[src/hw/rtl/pva_pkg.sv]
`timescale 1ns / 1ps
`default_nettype none

package pva_pkg;

  localparam int unsigned SND_W   = 7;
  localparam int unsigned PRIO_W  = 8;
  localparam int unsigned SLOT_W  = PRIO_W + 1;   // loaded bit over priority
  localparam int unsigned STAMP_W = 32;

  // level mapping: x*400/127 and x*400/63 through rounded-up reciprocals
  localparam int unsigned VOL_SHIFT = 25;
  localparam int unsigned PAN_SHIFT = 24;
  localparam logic [26:0] VOL_MUL   = 27'(400 * ((2**VOL_SHIFT + 126) / 127));
  localparam logic [26:0] PAN_MUL   = 27'(400 * ((2**PAN_SHIFT + 62) / 63));
  localparam logic [9:0]  VOL_FULL  = 10'd635;
  localparam logic [9:0]  PAN_MID   = 10'd315;

  typedef enum logic [2:0] {
    ACT_PLAY     = 3'd0,
    ACT_STOP     = 3'd1,
    ACT_SET_PRIO = 3'd2,
    ACT_FINISHED = 3'd3,
    ACT_COUNT    = 3'd4,
    ACT_NEWEST   = 3'd5,
    ACT_LOAD     = 3'd6,
    ACT_UNLOAD   = 3'd7
  } action_t;

  typedef enum logic [1:0] {
    PM_FIRST   = 2'd0,
    PM_OLDEST  = 2'd1,
    PM_NEWEST  = 2'd2,
    PM_LOWPRIO = 2'd3
  } pick_mode_t;

  typedef struct packed {
    pick_mode_t mode;
    logic       cand_valid;
    logic       cand_match;
    logic       have;
  } pick_ctl_t;

  typedef struct packed {
    action_t     action;
    logic [6:0]  sound_id;
    logic [7:0]  priority_req;
    logic        allow_restart;
    logic [3:0]  voice_id;
    logic [6:0]  volume_in;
    logic [6:0]  pan_in;
  } in_t;

  typedef struct packed {
    logic               ok;
    logic [3:0]         voice_out;
    logic               replaced;
    logic [3:0]         playing_count;
    logic signed [11:0] volume_atten;
    logic signed [11:0] pan_level;
  } out_t;

endpackage

`default_nettype wire

[src/hw/rtl/pva_ram.sv]
`timescale 1ns / 1ps
`default_nettype none

module pva_ram #(
  parameter int WIDTH = 9,
  parameter int DEPTH = 128
) (
  input  wire logic                     clk,
  input  wire logic                     we,
  input  wire logic [$clog2(DEPTH)-1:0] waddr,
  input  wire logic [WIDTH-1:0]         wdata,
  input  wire logic [$clog2(DEPTH)-1:0] raddr,
  output logic      [WIDTH-1:0]         rdata
);

  logic [WIDTH-1:0] mem_r [DEPTH];
  logic [WIDTH-1:0] rdata_r;

  always_ff @(posedge clk) begin
    if (we) begin
      mem_r[waddr] <= wdata;
    end
    rdata_r <= mem_r[raddr];
  end

  assign rdata = rdata_r;

endmodule

`default_nettype wire

[src/hw/rtl/pva_level_map.sv]
`timescale 1ns / 1ps
`default_nettype none

module pva_level_map (
  input  wire logic               clk,
  input  wire logic               en,
  input  wire logic [6:0]         volume_in,
  input  wire logic [6:0]         pan_in,
  output logic signed [11:0]      volume_atten,
  output logic signed [11:0]      pan_level
);

  logic [9:0]  vol5;
  logic [9:0]  vx;
  logic [36:0] vprod;
  logic [11:0] vmag;
  logic [9:0]  pan5;
  logic        pan_ge;
  logic [9:0]  pdiff;
  logic [35:0] pprod;
  logic [11:0] pmag;
  logic signed [11:0] volume_atten_r;
  logic signed [11:0] pan_level_r;

  // volume: -(400*(635-5v)/127), v never exceeds 127
  assign vol5  = {1'b0, volume_in, 2'b00} + 10'(volume_in);
  assign vx    = pva_pkg::VOL_FULL - vol5;
  assign vprod = 37'(vx) * 37'(pva_pkg::VOL_MUL);
  assign vmag  = vprod[pva_pkg::VOL_SHIFT+11:pva_pkg::VOL_SHIFT];

  // pan: sign follows 5p against 315, magnitude truncated
  assign pan5   = {1'b0, pan_in, 2'b00} + 10'(pan_in);
  assign pan_ge = pan5 >= pva_pkg::PAN_MID;
  assign pdiff  = pan_ge ? (pan5 - pva_pkg::PAN_MID) : (pva_pkg::PAN_MID - pan5);
  assign pprod  = 36'(pdiff[8:0]) * 36'(pva_pkg::PAN_MUL);
  assign pmag   = pprod[pva_pkg::PAN_SHIFT+11:pva_pkg::PAN_SHIFT];

  always_ff @(posedge clk) begin
    if (en) begin
      volume_atten_r <= $signed(12'd0 - vmag);
      pan_level_r    <= pan_ge ? $signed(pmag) : $signed(12'd0 - pmag);
    end
  end

  assign volume_atten = volume_atten_r;
  assign pan_level    = pan_level_r;

endmodule

`default_nettype wire

[src/hw/rtl/pva_pick_unit.sv]
`timescale 1ns / 1ps
`default_nettype none

module pva_pick_unit (
  input  wire pva_pkg::pick_ctl_t                 ctl,
  input  wire logic [pva_pkg::STAMP_W-1:0]        cand_stamp,
  input  wire logic [pva_pkg::STAMP_W-1:0]        best_stamp,
  input  wire logic [pva_pkg::PRIO_W-1:0]         cand_prio,
  input  wire logic [pva_pkg::PRIO_W-1:0]         best_prio,
  output logic                                    take
);

  logic [pva_pkg::STAMP_W-1:0] lhs;
  logic [pva_pkg::STAMP_W-1:0] rhs;
  logic                        lt;

  // one magnitude comparator, operands steered by the pick mode
  always_comb begin
    unique case (ctl.mode)
      pva_pkg::PM_NEWEST: begin
        lhs = best_stamp;
        rhs = cand_stamp;
      end
      pva_pkg::PM_LOWPRIO: begin
        lhs = pva_pkg::STAMP_W'(cand_prio);
        rhs = pva_pkg::STAMP_W'(best_prio);
      end
      pva_pkg::PM_OLDEST,
      pva_pkg::PM_FIRST: begin
        lhs = cand_stamp;
        rhs = best_stamp;
      end
    endcase
  end

  assign lt = lhs < rhs;

  always_comb begin
    unique case (ctl.mode)
      pva_pkg::PM_FIRST:   take = ctl.cand_match && !ctl.have;
      pva_pkg::PM_LOWPRIO: take = ctl.cand_valid && lt;
      pva_pkg::PM_OLDEST,
      pva_pkg::PM_NEWEST:  take = ctl.cand_match && (!ctl.have || lt);
    endcase
  end

endmodule

`default_nettype wire

[src/hw/rtl/priority_voice_allocator.sv]
`timescale 1ns / 1ps
`default_nettype none

// play into a free or finished voice, priority, finished, load and commands on an
// unloaded sound end in the check state; stop, count, newest and unload end after a
// voice scan; steal ends after the steal pass, steal failing into restart after the
// steal pass and a scan (one voice per cycle through the shared pick comparator, steal
// waits on the slot memory read port); next transaction is taken in the strobe cycle;
// results cannot be stalled; reset: synchronous, then slot memory clearing with busy high
module priority_voice_allocator #(
  parameter int VOICES = 12,
  parameter int SOUNDS = 128
) (
  input  wire logic           clk,
  input  wire logic           rst_n,
  input  wire logic           start,
  output logic                busy,
  input  wire pva_pkg::in_t   in_data,
  output logic                out_valid,
  output pva_pkg::out_t       out_data
);

  localparam int VW = $clog2(VOICES);
  localparam int CW = $clog2(VOICES + 1);
  localparam int SW = $clog2(SOUNDS);

  typedef enum logic [4:0] {
    ST_CLEAR = 5'b00001,
    ST_IDLE  = 5'b00010,
    ST_CHK   = 5'b00100,
    ST_SCAN  = 5'b01000,
    ST_STEAL = 5'b10000
  } state_t;

  // sequencer state
  state_t state_r, state_nxt;
  logic [SW-1:0] clr_r, clr_nxt;
  logic [CW-1:0] idx_r, idx_nxt;

  // captured transaction
  pva_pkg::in_t req_r;
  logic         range_r;

  // running pick of the voice scan
  logic [VW-1:0]               pick_r, pick_nxt;
  logic                        have_r, have_nxt;
  logic [pva_pkg::STAMP_W-1:0] best_stamp_r, best_stamp_nxt;
  logic [pva_pkg::PRIO_W-1:0]  best_prio_r, best_prio_nxt;
  logic [CW-1:0]               cnt_r, cnt_nxt;

  // voice table
  logic [VOICES-1:0]           valid_r, valid_nxt;
  logic [VOICES-1:0]           playing_r, playing_nxt;
  logic [pva_pkg::SND_W-1:0]   sound_r [VOICES];
  logic [pva_pkg::STAMP_W-1:0] stamp_r [VOICES];
  logic [CW-1:0]               active_r, active_nxt;
  logic [pva_pkg::STAMP_W-1:0] ctr_r, ctr_nxt;
  logic                        snd_we, stamp_we;
  logic [VW-1:0]               voice_wi;

  // result register
  pva_pkg::out_t out_r, out_nxt;
  logic          out_valid_r, out_valid_nxt;

  // slot memory: loaded bit and priority per sound
  logic                      ram_we;
  logic [SW-1:0]             ram_waddr, ram_raddr;
  logic [pva_pkg::SLOT_W-1:0] ram_wdata, ram_rdata;

  logic                      accept;
  logic [31:0]               in_ext, req_ext, vid_ext, vs_ext;
  logic [SW-1:0]             in_addr, req_addr;
  logic                      in_range, loaded, vid_ok;
  logic [VW-1:0]             vid_vi, vi, ev_vi, rd_vi, take_vi;
  logic [CW-1:0]             ev_idx;
  logic                      match, take, fin_have;
  logic [VW-1:0]             fin_pick;
  logic [VW-1:0]             free_idx, fin_idx;
  logic                      any_fin;
  logic                      cnt_hit;
  pva_pkg::pick_ctl_t        pick_ctl;
  logic signed [11:0]        lvl_vol, lvl_pan;

  // shared actions decided by the sequencer
  logic          do_start, st_repl, do_restart, do_stop, finish;
  logic [VW-1:0] st_pick;

  assign accept = start && !busy;
  assign busy   = (state_r != ST_IDLE);

  assign in_ext   = 32'(in_data.sound_id);
  assign in_addr  = in_ext[SW-1:0];
  assign in_range = in_ext < 32'(SOUNDS);
  assign req_ext  = 32'(req_r.sound_id);
  assign req_addr = req_ext[SW-1:0];
  assign loaded   = range_r && ram_rdata[pva_pkg::PRIO_W];

  assign vid_ext = 32'(req_r.voice_id);
  assign vid_ok  = vid_ext < 32'(VOICES);
  assign vid_vi  = vid_ok ? vid_ext[VW-1:0] : '0;

  // scan index, and in the steal pass the voice whose priority is back from memory
  assign vi     = (idx_r < CW'(VOICES)) ? idx_r[VW-1:0] : '0;
  assign rd_vi  = vi;
  assign ev_idx = idx_r - CW'(1);
  assign ev_vi  = ev_idx[VW-1:0];
  assign vs_ext = 32'(sound_r[rd_vi]);
  assign match  = valid_r[vi] && (sound_r[vi] == req_r.sound_id);

  // lowest free voice and lowest finished voice
  always_comb begin
    free_idx = '0;
    fin_idx  = '0;
    for (int i = VOICES - 1; i >= 0; i--) begin
      if (!valid_r[i]) begin
        free_idx = VW'(i);
      end
      if (valid_r[i] && !playing_r[i]) begin
        fin_idx = VW'(i);
      end
    end
  end
  assign any_fin = |(valid_r & ~playing_r);

  // pick comparator control
  always_comb begin
    pick_ctl.have       = have_r;
    pick_ctl.cand_match = match;
    pick_ctl.cand_valid = valid_r[vi];
    if (state_r == ST_STEAL) begin
      pick_ctl.mode       = pva_pkg::PM_LOWPRIO;
      pick_ctl.cand_valid = valid_r[ev_vi] && (idx_r != '0);
      pick_ctl.cand_match = 1'b0;
    end else if (state_r != ST_SCAN) begin
      pick_ctl.mode       = pva_pkg::PM_FIRST;
      pick_ctl.cand_match = 1'b0;
    end else if (req_r.action == pva_pkg::ACT_STOP) begin
      pick_ctl.mode = pva_pkg::PM_OLDEST;
    end else if (req_r.action == pva_pkg::ACT_NEWEST) begin
      pick_ctl.mode = pva_pkg::PM_NEWEST;
    end else begin
      pick_ctl.mode = pva_pkg::PM_FIRST;
    end
  end

  pva_pick_unit u_pick (
    .ctl        (pick_ctl),
    .cand_stamp (stamp_r[vi]),
    .best_stamp (best_stamp_r),
    .cand_prio  (ram_rdata[pva_pkg::PRIO_W-1:0]),
    .best_prio  (best_prio_r),
    .take       (take)
  );

  assign take_vi  = (state_r == ST_STEAL) ? ev_vi : vi;
  assign fin_have = have_r || take;
  assign fin_pick = take ? take_vi : pick_r;
  assign cnt_hit  = match && playing_r[vi];

  pva_level_map u_level (
    .clk          (clk),
    .en           (accept),
    .volume_in    (in_data.volume_in),
    .pan_in       (in_data.pan_in),
    .volume_atten (lvl_vol),
    .pan_level    (lvl_pan)
  );

  pva_ram #(
    .WIDTH (pva_pkg::SLOT_W),
    .DEPTH (SOUNDS)
  ) u_slot_ram (
    .clk   (clk),
    .we    (ram_we),
    .waddr (ram_waddr),
    .wdata (ram_wdata),
    .raddr (ram_raddr),
    .rdata (ram_rdata)
  );

  // sequencer
  always_comb begin
    state_nxt      = state_r;
    clr_nxt        = clr_r;
    idx_nxt        = idx_r;
    pick_nxt       = pick_r;
    have_nxt       = have_r;
    best_stamp_nxt = best_stamp_r;
    best_prio_nxt  = best_prio_r;
    cnt_nxt        = cnt_r;
    valid_nxt      = valid_r;
    playing_nxt    = playing_r;
    active_nxt     = active_r;
    ctr_nxt        = ctr_r;
    snd_we         = 1'b0;
    stamp_we       = 1'b0;
    voice_wi       = pick_r;
    out_nxt        = '0;
    out_valid_nxt  = 1'b0;
    ram_we         = 1'b0;
    ram_waddr      = req_addr;
    ram_wdata      = '0;
    ram_raddr      = req_addr;
    do_start       = 1'b0;
    st_repl        = 1'b0;
    st_pick        = fin_pick;
    do_restart     = 1'b0;
    do_stop        = 1'b0;
    finish         = 1'b0;

    unique case (state_r)
      ST_CLEAR: begin
        ram_we    = 1'b1;
        ram_waddr = clr_r;
        if (clr_r == SW'(SOUNDS - 1)) begin
          state_nxt = ST_IDLE;
        end else begin
          clr_nxt = clr_r + SW'(1);
        end
      end

      ST_IDLE: begin
        ram_raddr = in_addr;
        if (start) begin
          state_nxt = ST_CHK;
        end
      end

      ST_CHK: begin
        idx_nxt       = '0;
        have_nxt      = 1'b0;
        cnt_nxt       = '0;
        best_prio_nxt = req_r.priority_req;
        unique case (req_r.action)
          pva_pkg::ACT_PLAY: begin
            if (!loaded) begin
              finish = 1'b1;
            end else if (active_r < CW'(VOICES)) begin
              do_start = 1'b1;
              st_pick  = free_idx;
            end else if (any_fin) begin
              // reclaim the lowest finished voice
              do_start = 1'b1;
              st_repl  = 1'b1;
              st_pick  = fin_idx;
            end else begin
              state_nxt = ST_STEAL;
            end
          end
          pva_pkg::ACT_STOP,
          pva_pkg::ACT_COUNT,
          pva_pkg::ACT_NEWEST,
          pva_pkg::ACT_UNLOAD: begin
            if (loaded) begin
              state_nxt = ST_SCAN;
            end else begin
              finish = 1'b1;
            end
          end
          pva_pkg::ACT_SET_PRIO: begin
            finish = 1'b1;
            if (loaded) begin
              ram_we     = 1'b1;
              ram_wdata  = {1'b1, req_r.priority_req};
              out_nxt.ok = 1'b1;
            end
          end
          pva_pkg::ACT_FINISHED: begin
            finish = 1'b1;
            if (vid_ok && valid_r[vid_vi]) begin
              playing_nxt[vid_vi] = 1'b0;
              out_nxt.ok          = 1'b1;
              out_nxt.voice_out   = req_r.voice_id;
            end
          end
          pva_pkg::ACT_LOAD: begin
            finish = 1'b1;
            if (range_r) begin
              out_nxt.ok = 1'b1;
              // a fresh load starts at priority zero
              if (!ram_rdata[pva_pkg::PRIO_W]) begin
                ram_we    = 1'b1;
                ram_wdata = {1'b1, pva_pkg::PRIO_W'(0)};
              end
            end
          end
        endcase
      end

      ST_SCAN: begin
        idx_nxt = idx_r + CW'(1);
        if (take) begin
          pick_nxt       = vi;
          have_nxt       = 1'b1;
          best_stamp_nxt = stamp_r[vi];
        end
        if (cnt_hit) begin
          cnt_nxt = cnt_r + CW'(1);
        end
        if ((req_r.action == pva_pkg::ACT_UNLOAD) && match) begin
          valid_nxt[vi]   = 1'b0;
          playing_nxt[vi] = 1'b0;
          active_nxt      = active_r - CW'(1);
        end
        if (idx_r == CW'(VOICES - 1)) begin
          finish = 1'b1;
          unique case (req_r.action)
            pva_pkg::ACT_STOP: begin
              if (fin_have) begin
                do_stop           = 1'b1;
                out_nxt.ok        = 1'b1;
                out_nxt.voice_out = 4'(fin_pick);
              end
            end
            pva_pkg::ACT_NEWEST: begin
              if (fin_have) begin
                out_nxt.ok           = 1'b1;
                out_nxt.voice_out    = 4'(fin_pick);
                out_nxt.volume_atten = lvl_vol;
                out_nxt.pan_level    = lvl_pan;
              end
            end
            pva_pkg::ACT_COUNT: begin
              out_nxt.ok            = 1'b1;
              out_nxt.playing_count = 4'(cnt_r + CW'(cnt_hit));
            end
            pva_pkg::ACT_UNLOAD: begin
              out_nxt.ok = 1'b1;
              ram_we     = 1'b1;
              ram_wdata  = '0;
            end
            pva_pkg::ACT_PLAY: begin
              // restart the lowest voice of the same sound
              if (fin_have) begin
                do_restart        = 1'b1;
                out_nxt.ok        = 1'b1;
                out_nxt.voice_out = 4'(fin_pick);
              end
            end
            default: begin
            end
          endcase
        end
      end

      ST_STEAL: begin
        ram_raddr = vs_ext[SW-1:0];
        idx_nxt   = idx_r + CW'(1);
        if (take) begin
          pick_nxt      = ev_vi;
          have_nxt      = 1'b1;
          best_prio_nxt = ram_rdata[pva_pkg::PRIO_W-1:0];
        end
        if (idx_r == CW'(VOICES)) begin
          if (fin_have) begin
            do_start = 1'b1;
            st_repl  = 1'b1;
          end else if (req_r.allow_restart) begin
            state_nxt = ST_SCAN;
            idx_nxt   = '0;
            have_nxt  = 1'b0;
          end else begin
            finish = 1'b1;
          end
        end
      end

      default: begin
        state_nxt = ST_IDLE;
      end
    endcase

    // new voice start, possibly on top of a reclaimed or stolen voice
    if (do_start) begin
      finish               = 1'b1;
      valid_nxt[st_pick]   = 1'b1;
      playing_nxt[st_pick] = 1'b1;
      snd_we               = 1'b1;
      stamp_we             = 1'b1;
      voice_wi             = st_pick;
      ctr_nxt              = ctr_r + 32'd1;
      if (!st_repl) begin
        active_nxt = active_r + CW'(1);
      end
      out_nxt.ok           = 1'b1;
      out_nxt.voice_out    = 4'(st_pick);
      out_nxt.replaced     = st_repl;
      out_nxt.volume_atten = lvl_vol;
      out_nxt.pan_level    = lvl_pan;
    end

    // restart keeps the voice settings, only restamps it and marks it playing
    if (do_restart) begin
      playing_nxt[fin_pick] = 1'b1;
      stamp_we              = 1'b1;
      voice_wi              = fin_pick;
      ctr_nxt               = ctr_r + 32'd1;
    end

    if (do_stop) begin
      valid_nxt[fin_pick]   = 1'b0;
      playing_nxt[fin_pick] = 1'b0;
      active_nxt            = active_r - CW'(1);
    end

    if (finish) begin
      out_valid_nxt = 1'b1;
      state_nxt     = ST_IDLE;
    end
  end

  // control state
  always_ff @(posedge clk) begin
    if (!rst_n) begin
      state_r     <= ST_CLEAR;
      clr_r       <= '0;
      idx_r       <= '0;
      have_r      <= 1'b0;
      cnt_r       <= '0;
      valid_r     <= '0;
      playing_r   <= '0;
      active_r    <= '0;
      ctr_r       <= '0;
      out_valid_r <= 1'b0;
    end else begin
      state_r     <= state_nxt;
      clr_r       <= clr_nxt;
      idx_r       <= idx_nxt;
      have_r      <= have_nxt;
      cnt_r       <= cnt_nxt;
      valid_r     <= valid_nxt;
      playing_r   <= playing_nxt;
      active_r    <= active_nxt;
      ctr_r       <= ctr_nxt;
      out_valid_r <= out_valid_nxt;
    end
  end

  // payload: transaction capture, scan bests, voice entries, result
  always_ff @(posedge clk) begin
    if (accept) begin
      req_r   <= in_data;
      range_r <= in_range;
    end
    pick_r       <= pick_nxt;
    best_stamp_r <= best_stamp_nxt;
    best_prio_r  <= best_prio_nxt;
    if (snd_we) begin
      sound_r[voice_wi] <= req_r.sound_id;
    end
    if (stamp_we) begin
      stamp_r[voice_wi] <= ctr_r;
    end
    out_r <= out_nxt;
  end

  assign out_valid = out_valid_r;
  assign out_data  = out_r;

`ifndef SYNTH
  // active count tracks the occupied voices
  a_active_matches_valid: assert property (@(posedge clk) disable iff (!rst_n)
    32'(active_r) == $countones(valid_r))
    else $error("active voice count out of step with occupied voices");

  // result strobe lasts one cycle
  a_strobe_single: assert property (@(posedge clk) disable iff (!rst_n)
    out_valid |=> !out_valid)
    else $error("result strobe longer than one cycle");

  // a result leaves the block ready for the next transaction
  a_strobe_ready: assert property (@(posedge clk) disable iff (!rst_n)
    out_valid |-> !busy)
    else $error("result strobe while busy");

  // no result right after a transaction is taken
  a_no_early_result: assert property (@(posedge clk) disable iff (!rst_n)
    (start && !busy) |=> !out_valid)
    else $error("result strobe one cycle after accept");

  // a failed operation reports nothing else
  a_fail_clean: assert property (@(posedge clk) disable iff (!rst_n)
    (out_valid && !out_data.ok) |-> (out_data.voice_out == 4'd0 &&
      !out_data.replaced && out_data.volume_atten == 12'sd0))
    else $error("failed operation with nonzero result fields");
`endif

endmodule

`default_nettype wire

[config.mk]
export PLATFORM = sky130hd
export DESIGN_NAME = priority_voice_allocator
export DESIGN_NICKNAME = d
export VERILOG_FILES = /design/src/hw/rtl/pva_pkg.sv /design/src/hw/rtl/pva_ram.sv /design/src/hw/rtl/pva_level_map.sv /design/src/hw/rtl/pva_pick_unit.sv /design/src/hw/rtl/priority_voice_allocator.sv
export SDC_FILE = /design/constraint.sdc
export NUM_CORES = 2
export LEC_CHECK = 0
export BUFFER_PORTS_ARGS = -buffer_cell sky130_fd_sc_hd__buf_2
export CAP_MARGIN = 0
export CORE_AREA = 2 2 550 279
export CTS_CLUSTER_DIAMETER = 80
export DETAILED_ROUTE_END_ITERATION = 10
export DIE_AREA = 0 0 552 281
export PLACE_DENSITY = 0.7
export SYNTH_ARGS = -nofsm -noshare
export SYNTH_HDL_FRONTEND = slang
export SYNTH_HIERARCHICAL = 1
export SYNTH_SLANG_ARGS = --single-unit
[constraint.sdc]
create_clock -name clk -period 12.57 [get_ports clk]
set_input_delay 1.257 -clock clk [delete_from_list [all_inputs] [get_ports clk]]
set_output_delay 1.257 -clock clk [all_outputs]
set_load 0.02 [all_outputs]
After elaboration in Yosys (flattened, before gate mapping)
Memory sizes are Yosys's and may differ from the RTL's. A register that Yosys moved wholly into a read port is not among the register bits.
Index checks and enable logic that the tools add are counted.
{"block": "classes", "magnitude_cmp": 15, "div": 0, "n_eq_ne": 45, "add_sub_neg": 15, "muxes": 172, "shift": 0, "multipliers": 2, "reduce_logical": 67, "n_bitwise": 16}
{"op": "4-bit two-way mux", "count": 48}
{"op": "32-bit one-hot mux with 3 select lines", "count": 2}
{"op": "12-bit two-way mux", "count": 11}
{"op": "24-bit two-way mux", "count": 5}
{"op": "12-bit bitwise AND", "count": 6}
{"op": "5-bit two-way mux", "count": 13}
{"op": "32-bit two-way mux", "count": 2}
{"op": "1-bit two-way mux", "count": 51}
{"op": "12-bit inverter", "count": 4}
{"op": "9-bit two-way mux", "count": 5}
{"op": "12-bit bitwise OR", "count": 3}
{"op": "10-bit by 23-bit multiplier with 33-bit output, second input constant", "count": 1}
{"op": "32-bit by 1-bit adder with 32-bit output, second input constant", "count": 1}
{"op": "32-bit < comparator", "count": 1}
{"op": "9-bit by 22-bit multiplier with 31-bit output, second input constant", "count": 1}
{"op": "1-bit logical AND", "count": 26}
{"op": "4-bit by 5-bit < comparator with 1-bit output, second input constant", "count": 5}
{"op": "5-bit one-hot mux with 5 select lines", "count": 1}
{"op": "3-bit inequality test, second input constant", "count": 8}
{"op": "12-bit one-hot mux with 2 select lines", "count": 1}
{"op": "1-bit by 12-bit subtractor with 12-bit output, first input constant", "count": 2}
{"op": "11-bit AND reduction", "count": 2}
{"op": "9-bit by 7-bit adder with 10-bit output", "count": 2}
{"op": "5-bit one-hot mux with 2 select lines", "count": 2}
{"op": "58 further kinds", "count": 129}
{"block": "word_totals", "in_bits": 40, "latchBits": 0, "word_cells": 363, "n_memories": 3, "ram_bits": 1620, "out_inout_bits": 36, "mem_bits_ro": 0, "reg_bits": 208}
{"name": "u_slot_ram.mem_r", "words": 128, "width": 9, "rd": 1, "rd_clocked_by_memory_dff": 1, "wr": 1, "line": "pva_ram.sv:16", "source": "logic [WIDTH-1:0] mem_r [DEPTH];"}
{"name": "stamp_r", "words": 12, "width": 32, "rd": 1, "rd_clocked_by_memory_dff": 0, "wr": 1, "line": "priority_voice_allocator.sv:55", "source": "logic [pva_pkg::STAMP_W-1:0] stamp_r [VOICES];"}
{"name": "sound_r", "words": 12, "width": 7, "rd": 1, "rd_clocked_by_memory_dff": 0, "wr": 1, "line": "priority_voice_allocator.sv:54", "source": "logic [pva_pkg::SND_W-1:0] sound_r [VOICES];"}

Logic depth before layout (Yosys ltp)
{"block": "depth", "ltp_word": 29, "depth_mapped": 35, "depth_no_buf": 35}

By module
Netlist, hierarchy kept.
{"module": "pva_ram", "cells_each": 1816, "seq_area_each_um2": 34773.4, "area_each_um2": 44529.0, "n_inst": 1}
{"module": "priority_voice_allocator", "cells_each": 2233, "seq_area_each_um2": 18387.6, "area_each_um2": 27826.7, "n_inst": 1}
{"module": "pva_level_map", "cells_each": 871, "seq_area_each_um2": 720.7, "area_each_um2": 8102.8, "n_inst": 1}
{"module": "pva_pick_unit", "cells_each": 303, "seq_area_each_um2": 0.0, "area_each_um2": 1707.9, "n_inst": 1}

Least setup slack after synthesis
Ideal clock, no wire load.
{"block": "synth_path", "path_type": "input to register", "startpoint": "input in_data[0] (netlist name)", "endpoint": "register u_level.pan_level_r[10], in the netlist u_level/pan_level[10], data pin", "path_slack_ns": 3.423, "required_time_ns": 12.308, "n_path_buf": 1, "t_arrival_ns": 8.885, "stages": 31, "setup_ns": 0.262, "path_cell_list": "ha_1 -> fa_1 -> ha_1 -> a21o_1 -> o211ai_1 -> a2bb2oi_2 -> o21ai_2 -> a21oi_4 -> clkbuf_1 -> a21oi_1 -> xnor2_1 -> inv_1 -> fa_1 -> inv_1 -> ha_1 -> fa_1 -> fa_1 -> ha_1 -> a2111oi_0 -> nand2_1 -> nor3b_1 -> a22o_1 -> or2_4 -> nor3b_1 -> or2_2 -> ha_1 -> inv_1 -> or4b_1 -> nor4_2 -> a31oi_1 -> xnor2_1"}
{"block": "synth_between", "elab_chain_len": 6, "elab_cells_between_ends": 8, "cone_classes": "4 x add/sub; 1 x mul; 1 x order compare; 2 x mux"}
{"item": "start, declared", "line": "priority_voice_allocator.sv:18", "source": "input wire pva_pkg::in_t in_data,"}
{"item": "9-bit by 7-bit adder with 10-bit output (*)", "line": "pva_level_map.sv:32", "source": "assign pan5 = {1'b0, pan_in, 2'b00} + 10'(pan_in);"}
{"item": "9-bit subtractor or 10-bit by 9-bit greater-or-equal comparator with 1-bit output (tied branches)", "line": "pva_level_map.sv:34, pva_level_map.sv:33"}
{"item": "9-bit two-way mux", "line": "pva_level_map.sv:34", "source": "assign pdiff = pan_ge ? (pan5 - pva_pkg::PAN_MID) : (pva_pkg::PAN_MID - pan5);"}
{"item": "9-bit by 22-bit multiplier with 31-bit output", "line": "pva_level_map.sv:35", "source": "assign pprod = 36'(pdiff[8:0]) * 36'(pva_pkg::PAN_MUL);"}
{"item": "1-bit by 12-bit subtractor with 12-bit output", "line": "pva_level_map.sv:41", "source": "pan_level_r <= pan_ge ? $signed(pmag) : $signed(12'd0 - pmag);"}
{"item": "12-bit two-way mux (*)", "line": "pva_level_map.sv:41"}
{"item": "end signal, assigned", "line": "pva_level_map.sv:41"}
{"item": "end, declared", "line": "pva_level_map.sv:23", "source": "logic signed [11:0] pan_level_r;"}
Every way passes the cells marked *; elsewhere a longest branch is shown, timed or not.
A chain may end at the register's enable or synchronous reset.

==> results by group <==
Outcome
  – Status: finished clean

Global routing
  – First-pass GRT wire length: 320000 µm
  – Total gr overflow: 0
  – Pin count of the biggest net entering global routing: 164
  – Initial antenna violation count: 9
  – GR Util All Layers: 28.3%
  – Vias in the first global route: 45616

Clock network
  – Clock transition at path regs: 70 ps
  – Post-CTS Setup Bufs: 0
  – CTS resizes: 0
  – Clock Latency Late Sink: 810 ps
  – Clock root buffer master: clkbuf_16
  – Clock Sinks: 1836
  – Clock buffer depth: 4
  – CTS Buf Count: 165
  – CTS tree: yes
  – # H-tree levels: 4
  – CTS Hold Bufs: 0

Placed design
  – GP Congestion: 0.967
  – I/O Buffers: 75
  – Placed cell area: 84900 µm²
  – HPWL Detailed: 144000 µm

Setup path
  – CP Buf/Inv Count: 4
  – Crit end category: flip-flop
  – CP max FO: 69
  – Top cell by count, worst path: a21oi_1
  – Worst EP required: 13090 ps
  – Critical path launch point type: flip-flop
  – Setup CP Type: flip-flop to flip-flop
  – CP max stage cell: buf_4
  – Crit path max-delay family: compound AO/OA/AOI/OAI gates
  – Worst EP arrival: 10820 ps
  – Critical Path Max Stage Delay: 750 ps
  – CP Cell Sequence: ha_4 > buf_4 > nand3b_1 > o221a_2 > o211ai_1 > a21o_1 > a2111oi_0 > nand4b_1 > nor2_1 > a21oi_1 > a211o_1 > a221oi_1 > o22ai_1 > a21oi_1 > inv_1 > a221o_1 > o2bb2ai_1 > a221o_1 > a21oi_1 > or3_1 > or2_1 > clkinv_1 > buf_4

Route
  – DR pass1 iterations: 8
  – Drt wl/cell: 29.8 µm
  – Total wire length: 221000 µm
  – Residual DRC: 0
  – Post-route ant nets: 0
  – DR iter-0 viols: 7398
  – Vias per std cell: 6.52
  – Via count: 48438

Logic synthesis
  – Mean Syn Cell Area: 15.7 µm²
  – Post-synth top flop: edfxtp_1
  – Yosys reg bits: 1836
  – Cell with the most instances after synthesis: edfxtp_1
  – Syn Inst Count: 5223
  – Post-synth EDFFs: 1711
  – Syn Nets: 5589
  – Synth unique cells: 107
  – Share of the synthesized area in the top cell type: 62.5%
  – Asr flop ratio synth: 0%
  – Post-Synthesis Cell Area: 82200 µm²
  – Most instantiated cells after synthesis: 1711 x edfxtp_1, 381 x mux4_2, 367 x nand2_1, 334 x nor2_1, 246 x inv_1
  – Largest cells by area after synthesis: edfxtp_1 63%, mux4_2 10%, ha_1 3.6%
  – Synth warnings: 6
  – Post-synthesis sequential area ratio: 65.6%
  – Cell taking the most area after synthesis: edfxtp_1

Power and ir drop
  – Pleak: 0.0279 µW
  – Worst VDD drop: 524 µV
  – Pwr Density: 221 nW/µm²

STA
  – RSZ-0062 raised after global routing: false
  – Slew HR: 11.7%
  – Final hold vios: 0
  – Setup Viol. Count Final: 0
  – Fin crit share: 81.9%
  – Clock Skew: 90.9 ps
  – Max frequency: 97.1 MHz
  – Setup TNS: 0 ps
  – Final min period: 10300 ps
  – Pins over their slew limit: 0
  – Worst-margin pin slew: 1320 ps

Cells and area
  – Synthesis-to-layout area growth: 9.55%
  – Final instance area: 90000 µm²
  – Fill count: 11028
  – Area of the multi-input gates: 26500 µm²
  – # nets final: 5662
  – Share of cells above drive strength 1: 16.7%
  – Final Core Density: 59.9%
  – Storage element area: 53900 µm²

Floorplanning
  – Core area: 150000 µm²
  – Die area: 155000 µm²
  – # rows: 101
  – Die width: 552 µm
  – # IOs: 76
  – Die outline height: 281 µm
  – Initial Utilization: 54.6%

Hold path
  – Worst min path class: flip-flop to flip-flop

Job
  – Max Cap Viol: 0
-- where the power goes --
group | switching (µW) | internal, µW | total, µW | leakage [µW]
sequential | 26.2 | 6870 | 6900 | 0.0152
combinational | 5030 | 3070 | 8100 | 0.0102
clock | 2200 | 2710 | 4910 | 0.00248
total | 7260 | 12700 | 19900 | 0.0279
-- cell families (layout without fill, tap and decap cells) --
family | after synthesis | count (layout) | share of synthesized area (%)
multiplexers | 491 | 491 | 11.8
AND/OR/NAND/NOR | 1101 | 1101 | 6.33
other | 0 | 2 | 0
flip-flops | 1836 | 1836 | 65.6
AO/OA/AOI/OAI | 872 | 872 | 7.05
adder cells (fa/ha/maj) | 326 | 326 | 5.77
buffers and inverters | 505 | 700 | 2.45
XOR/XNOR | 92 | 92 | 0.990
-- state kept, by name, indices dropped and copies added (netlist names), 4 cells and up --
signal and cells:
clr_r 7, u_slot_ram/mem_r 1152, stamp_r 384, best_prio_r 8
best_stamp_r 32, u_level/pan_level 12, valid_r 12, active_r 4
state_r 5, cnt_r 4, idx_r 4, req_r 16
u_level/volume_atten 12, u_slot_ram/rdata 9, pick_r 4, ctr_r 32
out_data 34, sound_r 84, playing_r 12, req_addr 7
-- metal layers --
metal	global-route usage [%]	wire (µm)	up-vias
met3	10.9	34300	288
li1	-	-	20428
met1	45.6	97100	24551
met2	36.2	86400	3169
met5	0.309	66	-
met4	4.59	3530	2
-- layout by cell type (no fill, tap or decap), drive strengths merged, types with 125 or more instances in the layout --
cell type	count
dfxtp	125
a21oi	202
nor2	335
clkbuf	220
o21ai	254
ha	238
nand2	367
inv	245
buf	164
edfxtp	1711
mux4	381
-- stage by stage --
stage	hold slack (ps)	total power [µW]	std cells	worst slack [ps]
2_1_floorplan	429	12700	5223	3420
3_3_place_gp	434	14700	7137	2410
3_5_place_dp	442	14800	7137	2360
4_1_cts	455	19700	7426	2700
5_1_grt	471	21000	7427	2050
6_report	451	19900	7428	2270
-- final timing paths --
check	startpoint	end	slack (ps)	cells after the start
max	idx_r[2]	stamp_r[4][6]	2270	23
min	u_level/volume_atten[11]	out_data[23]	450	1
max reg2reg	idx_r[2]	stamp_r[4][6]	2270	23
min reg2reg	u_level/volume_atten[11]	out_data[23]	450	1
-- area by class of cell --
cell class,count,share of cell area [%]
Multi-Input combinational cell,2882,29.4
Clock inverter,69,0.687
Inverter,247,1.03
Clock buffer,220,4.97
Tap cell,2008,2.79
Antenna cell,2,0.00556
Timing Repair Buffer,164,1.20
Sequential cell,1836,59.9
Power figures use the tool's default switching activity.
